===== config.mk =====
export PLATFORM = sky130hd
export DESIGN_NAME = ssm_ctrl
export DESIGN_NICKNAME = d
export VERILOG_FILES = /design/src/hw/rtl/ssm_pkg.sv /design/src/hw/rtl/ssm_ctrl.sv
export SDC_FILE = /design/constraint.sdc
export NUM_CORES = 1
export LEC_CHECK = 0
export ABC_AREA = 1
export BUFFER_PORTS_ARGS = -buffer_cell sky130_fd_sc_hd__buf_2
export CORE_ASPECT_RATIO = 1.1
export CORE_MARGIN = 2
export CORE_UTILIZATION = 50
export CTS_CLUSTER_DIAMETER = 50
export DETAILED_ROUTE_END_ITERATION = 8
export HOLD_SLACK_MARGIN = 0.02
export PLACE_DENSITY_LB_ADDON = 0.25
export SETUP_SLACK_MARGIN = 0.1
export SLEW_MARGIN = 20
export SYNTH_ARGS = -nofsm -noshare
export SYNTH_HDL_FRONTEND = slang
export SYNTH_SLANG_ARGS = --single-unit
export TNS_END_PERCENT = 50

===== constraint.sdc =====
create_clock -name clk -period 3.5 [get_ports clk]
set_input_delay 0.525 -clock clk [delete_from_list [all_inputs] [get_ports clk]]
set_output_delay 0.525 -clock clk [all_outputs]
set_load 0.02 [all_outputs]

===== src/hw/rtl/ssm_pkg.sv =====
// Shared types and codes for the swap slot map.
package ssm_pkg;

	localparam int CNT_W  = 11;
	localparam int IDX_W  = 10;
	localparam int ADDR_W = 32;
	localparam int PID_W  = 15;

	localparam logic CMD_SWAP_OUT = 1'b0;
	localparam logic CMD_SWAP_IN  = 1'b1;

	localparam logic [1:0] ST_OK          = 2'd0;
	localparam logic [1:0] ST_NOT_FOUND   = 2'd1;
	localparam logic [1:0] ST_ABOVE_BOUND = 2'd2;
	localparam logic [1:0] ST_FULL        = 2'd3;

	typedef struct packed {
		logic              command;
		logic [ADDR_W-1:0] page_address;
		logic [PID_W-1:0]  process_id;
		logic              dirty_flag;
	} in_beat_t;

	typedef struct packed {
		logic [1:0]       status;
		logic [IDX_W-1:0] slot_index;
		logic             slot_flag;
	} out_beat_t;

	typedef struct packed {
		logic              used;
		logic [ADDR_W-1:0] page;
		logic [PID_W-1:0]  owner;
		logic              dirty;
	} slot_ent_t;

endpackage


===== src/hw/rtl/ssm_ctrl.sv =====
// Sequencer: table clear after reset, linear slot scan, write-back of the hit entry.
module ssm_ctrl
	import ssm_pkg::*;
#(
	parameter int          SLOTS        = 1024,
	parameter logic [31:0] KERNEL_BOUND = 32'h8000_0000,
	parameter int          AW           = 10,
	parameter int          CW           = 11
) (
	input  logic             clk,
	input  logic             arst_n,
	input  logic [CNT_W-1:0] slot_count,
	input  logic             in_valid,
	output logic             in_ready,
	input  in_beat_t         in_beat,
	output logic             res_valid,
	input  logic             res_ready,
	output out_beat_t        res_beat,
	output logic             ram_we,
	output logic [AW-1:0]    ram_waddr,
	output slot_ent_t        ram_wdata,
	output logic             ram_re,
	output logic [AW-1:0]    ram_raddr,
	input  slot_ent_t        ram_rdata
);

	typedef enum logic [3:0] {
		S_CLEAR = 4'b0001,
		S_IDLE  = 4'b0010,
		S_SCAN  = 4'b0100,
		S_DONE  = 4'b1000
	} state_t;

	state_t        state_q;
	logic [AW-1:0] clr_q;
	in_beat_t      item_q;
	logic [CW-1:0] n_q;
	logic [CW-1:0] rd_q;
	logic          chk_vld_q;
	logic          chk_last_q;
	logic [AW-1:0] chk_idx_q;
	out_beat_t     res_q;

	logic [31:0]   cnt32;
	logic [CW-1:0] n_next;
	logic          above;
	logic          issue;
	logic          hit;
	slot_ent_t     fill;

	always_comb begin
		cnt32  = 32'(slot_count);
		n_next = (cnt32 > 32'(SLOTS)) ? CW'(SLOTS) : CW'(cnt32);
		above  = (in_beat.command == CMD_SWAP_OUT) && (in_beat.page_address > KERNEL_BOUND);
		issue  = (state_q == S_SCAN) && (rd_q < n_q);
		if (item_q.command == CMD_SWAP_OUT) begin
			hit = chk_vld_q && !ram_rdata.used;
		end else begin
			hit = chk_vld_q && ram_rdata.used && (ram_rdata.page == item_q.page_address)
				&& (ram_rdata.owner == item_q.process_id);
		end
		if (item_q.command == CMD_SWAP_OUT) begin
			fill.used  = 1'b1;
			fill.page  = item_q.page_address;
			fill.owner = item_q.process_id;
			fill.dirty = item_q.dirty_flag;
		end else begin
			fill      = ram_rdata;
			fill.used = 1'b0;
		end
	end

	assign in_ready  = (state_q == S_IDLE);
	assign res_valid = (state_q == S_DONE);
	assign res_beat  = res_q;

	assign ram_re    = issue;
	assign ram_raddr = rd_q[AW-1:0];
	assign ram_we    = (state_q == S_CLEAR) || ((state_q == S_SCAN) && hit);
	assign ram_waddr = (state_q == S_CLEAR) ? clr_q : chk_idx_q;
	assign ram_wdata = (state_q == S_CLEAR) ? slot_ent_t'('0) : fill;

	always_ff @(posedge clk or negedge arst_n) begin
		if (!arst_n) begin
			state_q    <= S_CLEAR;
			clr_q      <= '0;
			item_q     <= '0;
			n_q        <= '0;
			rd_q       <= '0;
			chk_vld_q  <= 1'b0;
			chk_last_q <= 1'b0;
			chk_idx_q  <= '0;
			res_q      <= '0;
		end else begin
			case (state_q)
				S_CLEAR: begin
					clr_q <= clr_q + AW'(1);
					if (clr_q == AW'(SLOTS - 1)) begin
						state_q <= S_IDLE;
					end
				end
				S_IDLE: begin
					if (in_valid) begin
						item_q    <= in_beat;
						n_q       <= n_next;
						rd_q      <= '0;
						chk_vld_q <= 1'b0;
						if (above) begin
							res_q   <= '{status: ST_ABOVE_BOUND, slot_index: '0, slot_flag: 1'b0};
							state_q <= S_DONE;
						end else if (n_next == '0) begin
							res_q.status     <= (in_beat.command == CMD_SWAP_OUT) ?
								ST_FULL : ST_NOT_FOUND;
							res_q.slot_index <= '0;
							res_q.slot_flag  <= 1'b0;
							state_q          <= S_DONE;
						end else begin
							state_q <= S_SCAN;
						end
					end
				end
				S_SCAN: begin
					chk_vld_q  <= issue;
					chk_idx_q  <= rd_q[AW-1:0];
					chk_last_q <= (rd_q == n_q - CW'(1));
					if (issue) begin
						rd_q <= rd_q + CW'(1);
					end
					if (hit) begin
						res_q.status     <= ST_OK;
						res_q.slot_index <= IDX_W'(chk_idx_q);
						res_q.slot_flag  <= (item_q.command == CMD_SWAP_IN) ?
							ram_rdata.dirty : 1'b0;
						state_q          <= S_DONE;
					end else if (chk_vld_q && chk_last_q) begin
						res_q.status     <= (item_q.command == CMD_SWAP_OUT) ?
							ST_FULL : ST_NOT_FOUND;
						res_q.slot_index <= '0;
						res_q.slot_flag  <= 1'b0;
						state_q          <= S_DONE;
					end
				end
				S_DONE: begin
					if (res_ready) begin
						state_q <= S_IDLE;
					end
				end
				default: begin
					state_q <= S_IDLE;
				end
			endcase
		end
	end

endmodule


; Word level (Yosys, flattened, before mapping)
; Index checks and enable logic that the tools add are counted.
[word_totals]
register_bits = 110
latchBits = 0
ramBits = 0
romBits = 0
inputBits = 113
output_inout_bits = 86
word_cells = 79
n_memories = 0
[classes]
n_addsub = 3
multipliers = 0
n_div = 0
n_lt_le_gt_ge = 3
n_eq_ne = 14
n_shift = 0
muxes = 27
n_bitwise = 1
reduce_logical = 17
[ops]
columns = operator, n
row1 = two-way mux 49 bit, 2
row2 = two-way mux 13 bit, 5
row3 = two-way mux 11 bit, 3
row4 = == test 32 bit, 1
row5 = > comparator 32 bit (second input constant), 1
row6 = two-way mux 4 bit, 7
row7 = case mux 13 bit (2 select lines), 1
row8 = case mux 11 bit (2 select lines), 1
row9 = case mux 4 bit (4 select lines), 1
row10 = == test 15 bit, 1
row11 = adder 11 x 1 -> 11 bit (second input constant), 1
row12 = == test 11 bit, 1
row13 = > comparator 11 bit (second input constant), 1
row14 = logical NOT 11 bit, 1
row15 = less-than comparator 11 bit, 1
row16 = subtractor 11 x 1 -> 11 bit (second input constant), 1
row17 = adder 10 x 1 -> 10 bit (second input constant), 1
row18 = == test 10 bit (second input constant), 1
row19 = two-way mux 10 bit, 1
row20 = logical AND 1 bit, 8
row21 = AND reduction 4 bit, 2
row22 = == test 4 x 1 -> 1 bit (second input constant), 1
row23 = == test 4 x 2 -> 1 bit (second input constant), 1
row24 = == test 4 x 3 -> 1 bit (second input constant), 1
row25 = 14 further kinds, 20

; Logic depth before layout (Yosys ltp)
; Gate-level depths: netlist of run 1.
[logic_depth]
ltp_word = 7
ltp_mapped = 16
mapped_depth_nobuf = 15

; Least setup slack after synthesis of run 1
; No wires, ideal clock.
[synth_timing]
kind = register -> output
from = reg state_q[1]
to = out ram_we
arrival_time_ns = 1.737
t_required_ns = 2.975
path_slack_ns = 1.238
stages_incl_launch_ff = 8
n_path_buf = 2
path_cell_list = dfrtp_1 -> nor2_1 -> inv_1 -> nor3_4 -> inv_1 -> buf_2 -> clkbuf_1 -> o21ai_0
[synth_between]
elab_chain_len = 3
word_cells_on_any_way = 4
cone_classes = 2 x eq/ne / 2 x reduce/logical
[synth_lines]
columns = item, line
row1 = start: declaration, ssm_ctrl.sv:34  ; state_t state_q;
row2 = start signal: assignment, ssm_ctrl.sv:85  ; state_q <= S_CLEAR;
row3 = start signal: assignment, ssm_ctrl.sv:99  ; state_q <= S_IDLE;
row4 = start signal: assignment, ssm_ctrl.sv:110  ; state_q <= S_DONE;
row5 = == test 4 x 3 -> 1 bit, ssm_ctrl.sv:79  ; assign ram_we = (state_q == S_CLEAR) || ((state_q == S_SCAN) && hit);
row6 = logical AND 1 bit, ssm_ctrl.sv:79
row7 = logical OR 1 bit *, ssm_ctrl.sv:79
row8 = end: declaration, ssm_ctrl.sv:19  ; output logic ram_we,
; Every way passes the cells marked *; elsewhere a longest branch is shown, timed or not.

; Final worst setup path of run 1
[layout_timing]
from = reg rd_q[10]
to = out ram_re
[layout_between]
elab_chain_len = 2
[layout_lines]
columns = item, line
row1 = start: declaration, ssm_ctrl.sv:38  ; logic [CW-1:0] rd_q;
row2 = start signal: assignment, ssm_ctrl.sv:127  ; rd_q <= rd_q + CW'(1);
row3 = less-than comparator 11 bit, ssm_ctrl.sv:55  ; issue = (state_q == S_SCAN) && (rd_q < n_q);
row4 = logical AND 1 bit, ssm_ctrl.sv:55
row5 = end: declaration, ssm_ctrl.sv:22  ; output logic ram_re,
; No other way between the ends.

==> metrics.csv, run 1 <==
stage,metric,value,unit
timing,fmax,351,MHz
cts,Post-CTS Repair Setup Buffers,0,
timing,Max Clock Skew,6.00,ps
global_routing,antenna violations before repair,2,
timing,Final Hold Viols,0,
cts,CTS tree,built,
critical_path,CP Capture Type,primary output,
critical_path,worst-path fanout max,5,
yosys,ys async rst share,100,%
yosys,Mapped Cells,1047,
yosys,Synth Warn #,0,
yosys,"Primary FF master, synth",dfrtp_1,
floorplan,# IOs,199,
power_and_ir_drop,Cell Pwr Density,751,nW/um2
critical_path,kind of critical path,reg -> out,
cts,PostCTS Resize Cnt,0,
cts,Max clock buf depth,2,
layout,fin nets,1348,
yosys,Synth Net Count,1174,
global_routing,largest net degree at the start of global routing,83,
yosys,Synth Register Bits,110,
yosys,"Seq/Total Area, Yosys",39.0,%
yosys,Synth Area per Inst,6.75,um2
timing,max-slew violation count,0,
critical_path,worst path cell trace,ha_1 -> a21oi_1 -> o21ai_0 -> a21oi_1 -> o21ai_0 -> or2_1 -> inv_1 -> buf_2,
yosys,Mapped Area,7070,um2
yosys,synth unique cells,39,
power_and_ir_drop,sw frac,47.5,%
cts,clk_lat worst skew,360,ps
global_routing,global-route wire length before repair,30600,um
critical_path,Worst Path Buf+Inv,2,
critical_path,Worst EP arrival,2330,ps
cts,Root Driver,clkbuf_16,
layout,share of cells above drive strength 1,19.8,%
cts,clock slew at reported path FFs,70,ps
critical_path,slowest CP cell,dfrtp_1,
power_and_ir_drop,Logic pwr share,53.6,%
detailed_routing,ANT nets after route,0,
detailed_routing,Post-route DRC,0,
floorplan,# rows,45,
timing,worst setup margin,649,ps
critical_path,WP data required,2970,ps
layout,fin util,61.3,%
critical_path,"CP delay by family, top",compound AO/OA/AOI/OAI gates,
place,dpl ws,789,ps
timing,# setup viols final,0,
yosys,most frequent cells after synthesis,"403 x nand2_1, 172 x inv_1, 109 x dfrtp_1, 108 x o21ai_0, 53 x nor2_1",
critical_path,crit-path max cell delay,460,ps
yosys,"top cells by area, synth","dfrtp_1 39%, nand2_1 21%, inv_1 9.1%",
global_routing,gr ovfl total,0,
status,outcome,"finished, final reports clean",
cts,H-tree levels,3,
detailed_routing,drt pass-1 iters,7,
global_routing,number of global-route vias before repair,6253,
power_and_ir_drop,Int Power,3.33,mW
floorplan,die area,15100,um2
global_routing,all-layer global routing usage,25.5,%
floorplan,Die W,117,um
timing,Sum Neg Setup Slack,0,ps
floorplan,Core ar.,13800,um2
layout,Area growth syn-to-layout,19.6,%
power_and_ir_drop,Psw,3.02,mW
detailed_routing,initial drt markers,491,
cts,cts bufs inserted,9,
power_and_ir_drop,Seq pwr share,30.7,%
place,GP Congestion,0.941,
min_path,Hold Path Class,in -> async,
power_and_ir_drop,Leak,4.89,nW
timing,Least-Margin Pin Slew,938,ps
detailed_routing,Vias,6901,
cts,hold_buf cts,0,
yosys,most frequent cell after synthesis,nand2_1,
timing,period utilisation layout,81.5,%
detailed_routing,Routed WL,19100,um
power_and_ir_drop,worst vdd ir,0.458,mV
floorplan,Starting Density,51.2,%
place,Port Buffers,198,
cts,clk sinks,110,
critical_path,startpoint types,flip-flop,
yosys,post-synth top area share,38.6,%
timing,RSZ-0062 raised after global routing,false,
detailed_routing,vias per cell,4.87,
floorplan,Die Y,129,um
detailed_routing,DR WL/cell,13.5,um
yosys,"EDFF count, synth",0,
job,max cap viols,0,
yosys,Yosys top cell by area,dfrtp_1,
power_and_ir_drop,Clock Power Share,15.7,%
timing,Slew headroom,37.4,%
timing,post-layout min period,2850,ps
place,post-detail-place hpwl,14600,um
==> per-stage QoR <==
stage                     instances  total power [mW]  instance area [um2]  hold slack (ps)
final                          1416              6.35                 8460             76.2
after global routing           1415              6.94                 8450             87.1
after CTS                      1414              6.39                 8450             74.1
after detailed placement       1398              5.37                 8170              454
after global placement         1398              5.31                 8170              449
after floorplan                1047              4.41                 7070              229
==> routing by layer <==
layer | up-vias | wire length, um | GRT usage (%)
met5 | - | 0 | 0
met1 | 3104 | 9030 | 35.6
met3 | 31 | 1250 | 4.17
met2 | 230 | 8440 | 40.1
li1 | 3536 | - | -
met4 | 0 | 394 | 10.3
==> area by class of cell <==
cell class | instances | area [um2]
Inverter | 177 | 664
Sequential cell | 110 | 2760
Clock buffer | 10 | 229
Multi-Input combinational cell | 713 | 3400
Timing Repair Buffer | 210 | 1110
Antenna cell | 2 | 5.00
Tap cell | 188 | 235
Fill cell | 1335 | 5340
Clock inverter | 6 | 55.1
==> power groups by stage <==
stage | Sequential, mW | Clock [mW] | Combinational (mW)
floorplan | 1.92 | 0 | 2.49
global placement | 1.96 | 0 | 3.36
detailed placement | 1.97 | 0 | 3.40
CTS | 1.95 | 1.02 | 3.43
global route | 2.00 | 1.06 | 3.88
finish | 1.95 | 0.997 | 3.41
==> kinds of logic after synthesis <==
| family | Yosys count | synth area share (%) |
|---|---|---|
| and+or+nand+nor | 512 | 29.3 |
| buffers and inverters | 224 | 12.9 |
| AOI/OAI and AO/OA | 142 | 10.5 |
| DFF | 110 | 39.0 |
| xor gates and xnor gates | 43 | 5.52 |
| adders and majority gates | 14 | 2.48 |
| muxes | 2 | 0.301 |
==> cells in the final DEF (no fill, tap or decap), types with 2 or more instances in the layout <==
master     count
nand3_2        2
clkinv_4       3
nor3_1        10
inv_1        172
dfrtp_1      108
buf_2        197
xnor2_1       17
nor2_1        53
inv_2          5
o22ai_1       10
buf_4         11
diode_2        2
inv_6          2
o21ai_0      108
nand4_1        9
or2_1          2
buf_12         2
clkbuf_16      9
nor3_2         2
o21ai_1        4
a21oi_1       12
nand3_1       17
ha_1          14
xor2_1        25
nor4_1         9
nand2_1      403
o31ai_1        4
==> state kept, by name, summed over array words and instances (netlist names), 4 cells and up <==
signal / cells
chk_idx_q: 10
clr_q: 10
item_q: 49
n_q: 11
rd_q: 11
res_beat: 13
state_q: 4
==> final timing paths <==
path	startpoint	end	slack, ps	depth (start not counted)
setup / recovery	rd_q[10]$_DFFE_PN0P_	ram_re	650	8
hold / removal	arst_n	rd_q[7]$_DFFE_PN0P_	80	1
setup reg to reg	state_q[3]$_DFFE_PN0P_	item_q[32]$_DFFE_PN0P_	1080	8
hold reg to reg	res_beat[3]$_DFFE_PN0P_	res_beat[3]$_DFFE_PN0P_	470	2
max in group asynchronous	arst_n	state_q[0]$_DFFE_PN1P_	2590	2
min in group clk	in_beat[7]	item_q[7]$_DFFE_PN0P_	360	3
No activity file was read; power rests on OpenSTA's default activity.
==> inputs of run 2 (changes only) <==
clock period = 2.8 ns   (was 3.5 ns; I/O delays follow)
==> run 2 against run 1 <==
Via count fell by 0.52%. Hold slack worse by 22 ps. Clock power increased by 28%. Cell count rose by 0.21%. Power increased by 27%. First-iteration DRC count shrank 2.2%. Utilization is 0.52 points higher. Flip-flop and latch count unchanged. Highest routed layer unchanged.
==> metrics.csv, run 2 (same netlist as run 1, synthesis figures left out) <==
stage,metric,value,unit
layout,share of cells above drive strength 1,20.6,%
timing,# setup viols final,0,
timing,RSZ-0062 raised after global routing,true,
place,dpl ws,314,ps
global_routing,all-layer global routing usage,26.2,%
critical_path,worst-path fanout max,5,
timing,max-slew violation count,0,
timing,Least-Margin Pin Slew,569,ps
detailed_routing,Vias,6865,
power_and_ir_drop,Leak,4.92,nW
detailed_routing,drt pass-1 iters,5,
floorplan,Die Y,129,um
place,GP Congestion,0.898,
cts,H-tree levels,3,
layout,max reg flops,49,
detailed_routing,ANT nets after route,0,
critical_path,capturing point of the worst reg2reg path,rd_q[10]$_DFFE_PN0P_,
critical_path,R2R Path Start,rd_q[4]$_DFFE_PN0P_,
cts,Max clock buf depth,2,
timing,period utilisation layout,93.7,%
cts,cts bufs inserted,9,
power_and_ir_drop,worst vdd ir,0.732,mV
cts,clk sinks,110,
layout,largest register by flop count,item_q,
floorplan,Starting Density,51.2,%
cts,clk_lat worst skew,350,ps
place,post-detail-place hpwl,14600,um
detailed_routing,initial drt markers,480,
floorplan,die area,15100,um2
timing,Max Clock Skew,9.53,ps
job,max cap viols,0,
detailed_routing,vias per cell,4.84,
global_routing,largest net degree at the start of global routing,83,
global_routing,global-route wire length before repair,31600,um
cts,CTS tree,built,
global_routing,gr ovfl total,0,
timing,Sum Neg Setup Slack,0,ps
critical_path,Worst EP arrival,2200,ps
floorplan,Die W,117,um
cts,clock slew at reported path FFs,80,ps
detailed_routing,Routed WL,19400,um
critical_path,R2R setup slack,620,ps
timing,WHS,54.2,ps
layout,"commonest non-fill, non-tap cell in the layout",nand2_1,
cts,Root Driver,clkbuf_16,
min_path,Hold Path Class,in -> async,
layout,fin nets,1351,
floorplan,# rows,45,
critical_path,kind of critical path,reg -> out,
critical_path,worst-case reg-to-reg path depth,8,
power_and_ir_drop,Cell Pwr Density,947,nW/um2
status,outcome,"finished, final reports clean",
timing,post-layout min period,2620,ps
floorplan,Core ar.,13800,um2
detailed_routing,DR WL/cell,13.7,um
global_routing,antenna violations before repair,2,
critical_path,startpoint types,flip-flop,
timing,fmax,381,MHz
layout,Area growth syn-to-layout,20.6,%
layout,most frequent cells in the layout,"402 x nand2_1, 196 x buf_2, 171 x inv_1, 107 x o21ai_0, 107 x dfrtp_1",
floorplan,# IOs,199,
critical_path,WP data required,2380,ps
timing,Slew headroom,62.1,%
global_routing,number of global-route vias before repair,6347,
critical_path,CP Capture Type,primary output,
detailed_routing,Post-route DRC,0,
timing,Final Hold Viols,0,
timing,worst setup margin,176,ps
place,Port Buffers,198,
cts,hold_buf cts,0,
[run 2: worst max-delay path by stage]
stage,start,to,slack [ps]
after global routing,n_q[8]$_DFFE_PN0P_,ram_re,70
after CTS,item_q[29]$_DFFE_PN0P_,ram_we,110
after detailed placement,ram_rdata[15],ram_we,310
after global placement,ram_rdata[15],ram_we,280
after floorplan,state_q[1]$_DFFE_PN0P_,ram_we,640
final,rd_q[4]$_DFFE_PN0P_,ram_re,180
[run 2: through the flow]
step                power, mW  std cells  area [um2]  util, %
floorplan                5.51       1047        7070        -
global placement         6.70       1400        8210     59.5
detailed placement       6.78       1400        8210     59.5
CTS                      8.09       1416        8500     61.6
global route             8.81       1418        8530     61.8
finish                   8.08       1419        8530     61.8
[run 2: power by group]
group          switching (mW)  leakage (nW)  internal [mW]
sequential              0.364          1.43           2.08
clock                   0.649         0.145          0.628
combinational            2.84          3.35           1.52
total                    3.85          4.92           4.22
[run 2: what timing repair did]
item	CTS	global route
cloned	0	0
setup endpoints to repair	1	2
setup buffers	0	1
hold endpoints to repair	0	0
gates resized for setup	1	7
pin swaps	0	1
[run 2: layout make-up]
class / instances / area [um2]
fillers: 1360 / 5270
multi-input cells: 713 / 3420
flip-flops and latches: 110 / 2760
repair buffers: 213 / 1160
inverters: 177 / 664
well taps: 188 / 235
clock buffers: 9 / 225
clock inverters: 7 / 62.6
diodes: 2 / 5.00
[run 2: per-layer routing]
metal / global-route usage (%) / up-vias / wire, um
met4: 10.6 / 0 / 530
met2: 39.9 / 211 / 8470
met3: 4.21 / 36 / 1130
li1: - / 3553 / -
met5: 0 / - / 0
met1: 37.5 / 3065 / 9250
[run 2: worst max-delay path: stages (launching register included)]
cell	delay [ps]
dfrtp_1	450
ha_1	340
a21oi_1	150
o21ai_0	90
a21oi_1	130
o21ai_0	120
or2_4	280
inv_1	130
buf_2	180
==> inputs of run 3 (changes only) <==
ABC_AREA = not set   (was 1)
SETUP_SLACK_MARGIN = 0.05   (was 0.1)
TNS_END_PERCENT = 30   (was 50)
==> run 3 against run 2 <==
Wire length is 6.4% lower. Flip-flop and latch count stayed put. Register-to-register slack worse by 260 ps. Critical path type unchanged. Largest cell class unchanged. Largest power group unchanged.
==> metrics.csv, run 3 <==
stage,metric,value,unit
detailed_routing,ANT nets after route,0,
floorplan,# rows,43,
power_and_ir_drop,Int Power,4.35,mW
timing,Sum Neg Setup Slack,0,ps
layout,share of cells above drive strength 1,29.0,%
yosys,post-synth top area share,41.9,%
detailed_routing,initial drt markers,456,
timing,fmax,361,MHz
place,post-detail-place hpwl,13500,um
timing,worst setup margin,33.3,ps
floorplan,# IOs,199,
layout,"commonest non-fill, non-tap cell in the layout",buf_2,
place,dpl ws,99.6,ps
yosys,"Primary FF master, synth",dfrtp_1,
layout,layout filler cell count,1113,
power_and_ir_drop,Leak,4.27,nW
timing,Max Clock Skew,5.78,ps
cts,CTS tree,built,
floorplan,Die W,113,um
detailed_routing,DR WL/cell,16.6,um
detailed_routing,Routed WL,18100,um
layout,Register Area,2760,um2
cts,cts bufs inserted,9,
floorplan,Starting Density,51.5,%
power_and_ir_drop,Logic pwr share,50.9,%
cts,clock slew at reported path FFs,70,ps
power_and_ir_drop,Seq pwr share,32.7,%
critical_path,worst-path fanout max,3,
cts,Post-CTS Repair Setup Buffers,0,
floorplan,Core ar.,12600,um2
floorplan,Die Y,124,um
cts,hold_buf cts,0,
cts,H-tree levels,3,
timing,Least-Margin Pin Slew,792,ps
timing,max-slew violation count,0,
layout,fin nets,1054,
critical_path,WP data required,2380,ps
yosys,most frequent cell after synthesis,nand2_1,
detailed_routing,Post-route DRC,0,
power_and_ir_drop,worst vdd ir,0.643,mV
power_and_ir_drop,total power,7.90,mW
timing,period utilisation layout,98.8,%
yosys,synth unique cells,52,
yosys,Mapped Area,6520,um2
yosys,"top cells by area, synth","dfrtp_1 42%, nand2_1 11%, mux2i_1 7.7%",
cts,Max clock buf depth,2,
global_routing,number of global-route vias before repair,5604,
cts,clk sinks,110,
job,max cap viols,0,
floorplan,die area,14000,um2
critical_path,CP Capture Type,primary output,
cts,Root Driver,clkbuf_16,
cts,clk_lat worst skew,350,ps
yosys,Yosys top cell by area,dfrtp_1,
yosys,most frequent cells after synthesis,"196 x nand2_1, 109 x dfrtp_1, 57 x nor2_1, 52 x xor2_1, 50 x mux2i_1",
global_routing,global-route wire length before repair,28500,um
yosys,Synth Area per Inst,8.82,um2
power_and_ir_drop,sw frac,45.0,%
critical_path,kind of critical path,reg -> out,
yosys,"Seq/Total Area, Yosys",42.3,%
critical_path,Worst EP arrival,2350,ps
detailed_routing,vias per cell,5.41,
global_routing,gr ovfl total,0,
timing,Final Hold Viols,0,
global_routing,all-layer global routing usage,26.1,%
timing,RSZ-0062 raised after global routing,true,
layout,Area growth syn-to-layout,23.4,%
place,Port Buffers,198,
layout,most frequent cells in the layout,"196 x buf_2, 195 x nand2_1, 108 x dfrtp_1, 57 x nor2_1, 52 x xor2_1",
critical_path,startpoint types,flip-flop,
layout,largest register by flop count,item_q,
yosys,Synth Net Count,866,
global_routing,antenna violations before repair,0,
power_and_ir_drop,Psw,3.56,mW
status,outcome,"finished, final reports clean",
layout,footprint of the multi-input gates,3510,um2
yosys,Synth Warn #,0,
timing,Slew headroom,47.2,%
yosys,Synth Register Bits,110,
global_routing,largest net degree at the start of global routing,67,
power_and_ir_drop,Clock Power Share,16.4,%
timing,# setup viols final,0,
yosys,ys async rst share,100,%
place,GP Congestion,0.867,
timing,post-layout min period,2770,ps
detailed_routing,drt pass-1 iters,5,
layout,max reg flops,49,
yosys,"EDFF count, synth",0,
min_path,Hold Path Class,in -> async,
power_and_ir_drop,Cell Pwr Density,983,nW/um2
yosys,Mapped Cells,739,
detailed_routing,Vias,5898,
-- run 3: repair_timing --
item / 4_1_cts / 5_1_grt
gates cloned: 0 / 0
pin swaps: 1 / 0
setup endpoints to repair: 2 / 2
resized for setup: 4 / 2
hold endpoints to repair: 0 / 0
-- run 3: final timing paths --
kind	start	to	slack, ps	cells past startpoint
worst max-delay path	item_q[17]$_DFFE_PN0P_	ram_we	30	8
worst min-delay path	arst_n	n_q[7]$_DFFE_PN0P_	50	1
worst max register to register	item_q[17]$_DFFE_PN0P_	res_beat[0]$_DFFE_PN0P_	360	7
worst min register to register	res_beat[9]$_DFFE_PN0P_	res_beat[9]$_DFFE_PN0P_	500	1
max in group asynchronous	arst_n	clr_q[2]$_DFFE_PN0N_	2060	2
min in group clk	in_beat[3]	item_q[3]$_DFFE_PN0P_	250	3
-- run 3: power groups by stage --
stage | clock [mW] | sequential, mW | combinational [mW]
detailed placement | 0 | 2.61 | 3.97
global route | 1.38 | 2.66 | 4.44
global placement | 0 | 2.59 | 3.94
CTS | 1.31 | 2.58 | 4.02
floorplan | 0 | 2.52 | 2.77
finish | 1.30 | 2.59 | 4.02
-- run 3: metal layers --
metal	up-vias	routed length (um)	track usage, %
li1	2880	-	-
met1	2796	8230	37.5
met2	198	8500	40.8
met3	24	1070	4.53
met4	0	333	7.77
met5	-	0	0
-- run 3: kinds of logic after synthesis --
logic type	Yosys count	share of synthesized area [%]
AO/OA/AOI/OAI	80	7.93
XOR/XNOR	68	9.14
adder cells (fa/ha/maj)	14	2.69
buffers and inverters	66	4.49
flip-flops	110	42.3
multiplexers	61	9.58
AND/OR/NAND/NOR	340	23.9
-- run 3: metrics by stage --
step / cells / area, um2 / utilization (%) / hold slack [ps]
global placement: 1073 / 7720 / 61.0 / 456
detailed placement: 1073 / 7720 / 61.0 / 458
global route: 1089 / 8040 / 63.6 / 90.9
CTS: 1089 / 8030 / 63.5 / 70.4
finish: 1090 / 8040 / 63.6 / 53.6
floorplan: 739 / 6520 / - / 124
-- run 3: layout make-up --
type                    count  share of cell area [%]
inverters                  20                   0.934
repair buffers            223                    15.0
well taps                 157                    2.44
clock buffers              11                    2.89
clock inverters             5                   0.731
multi-input cells         563                    43.7
flip-flops and latches    110                    34.3
diodes                      1                  0.0311
-- run 3: critical path, cell delays in order (launching register included) --
cell,delay [ps]
dfrtp_1,410
xor2_1,160
a221o_1,260
or4_4,510
nor4_4,180
a31oi_1,90
nor2_2,110
or2_2,130
buf_4,140
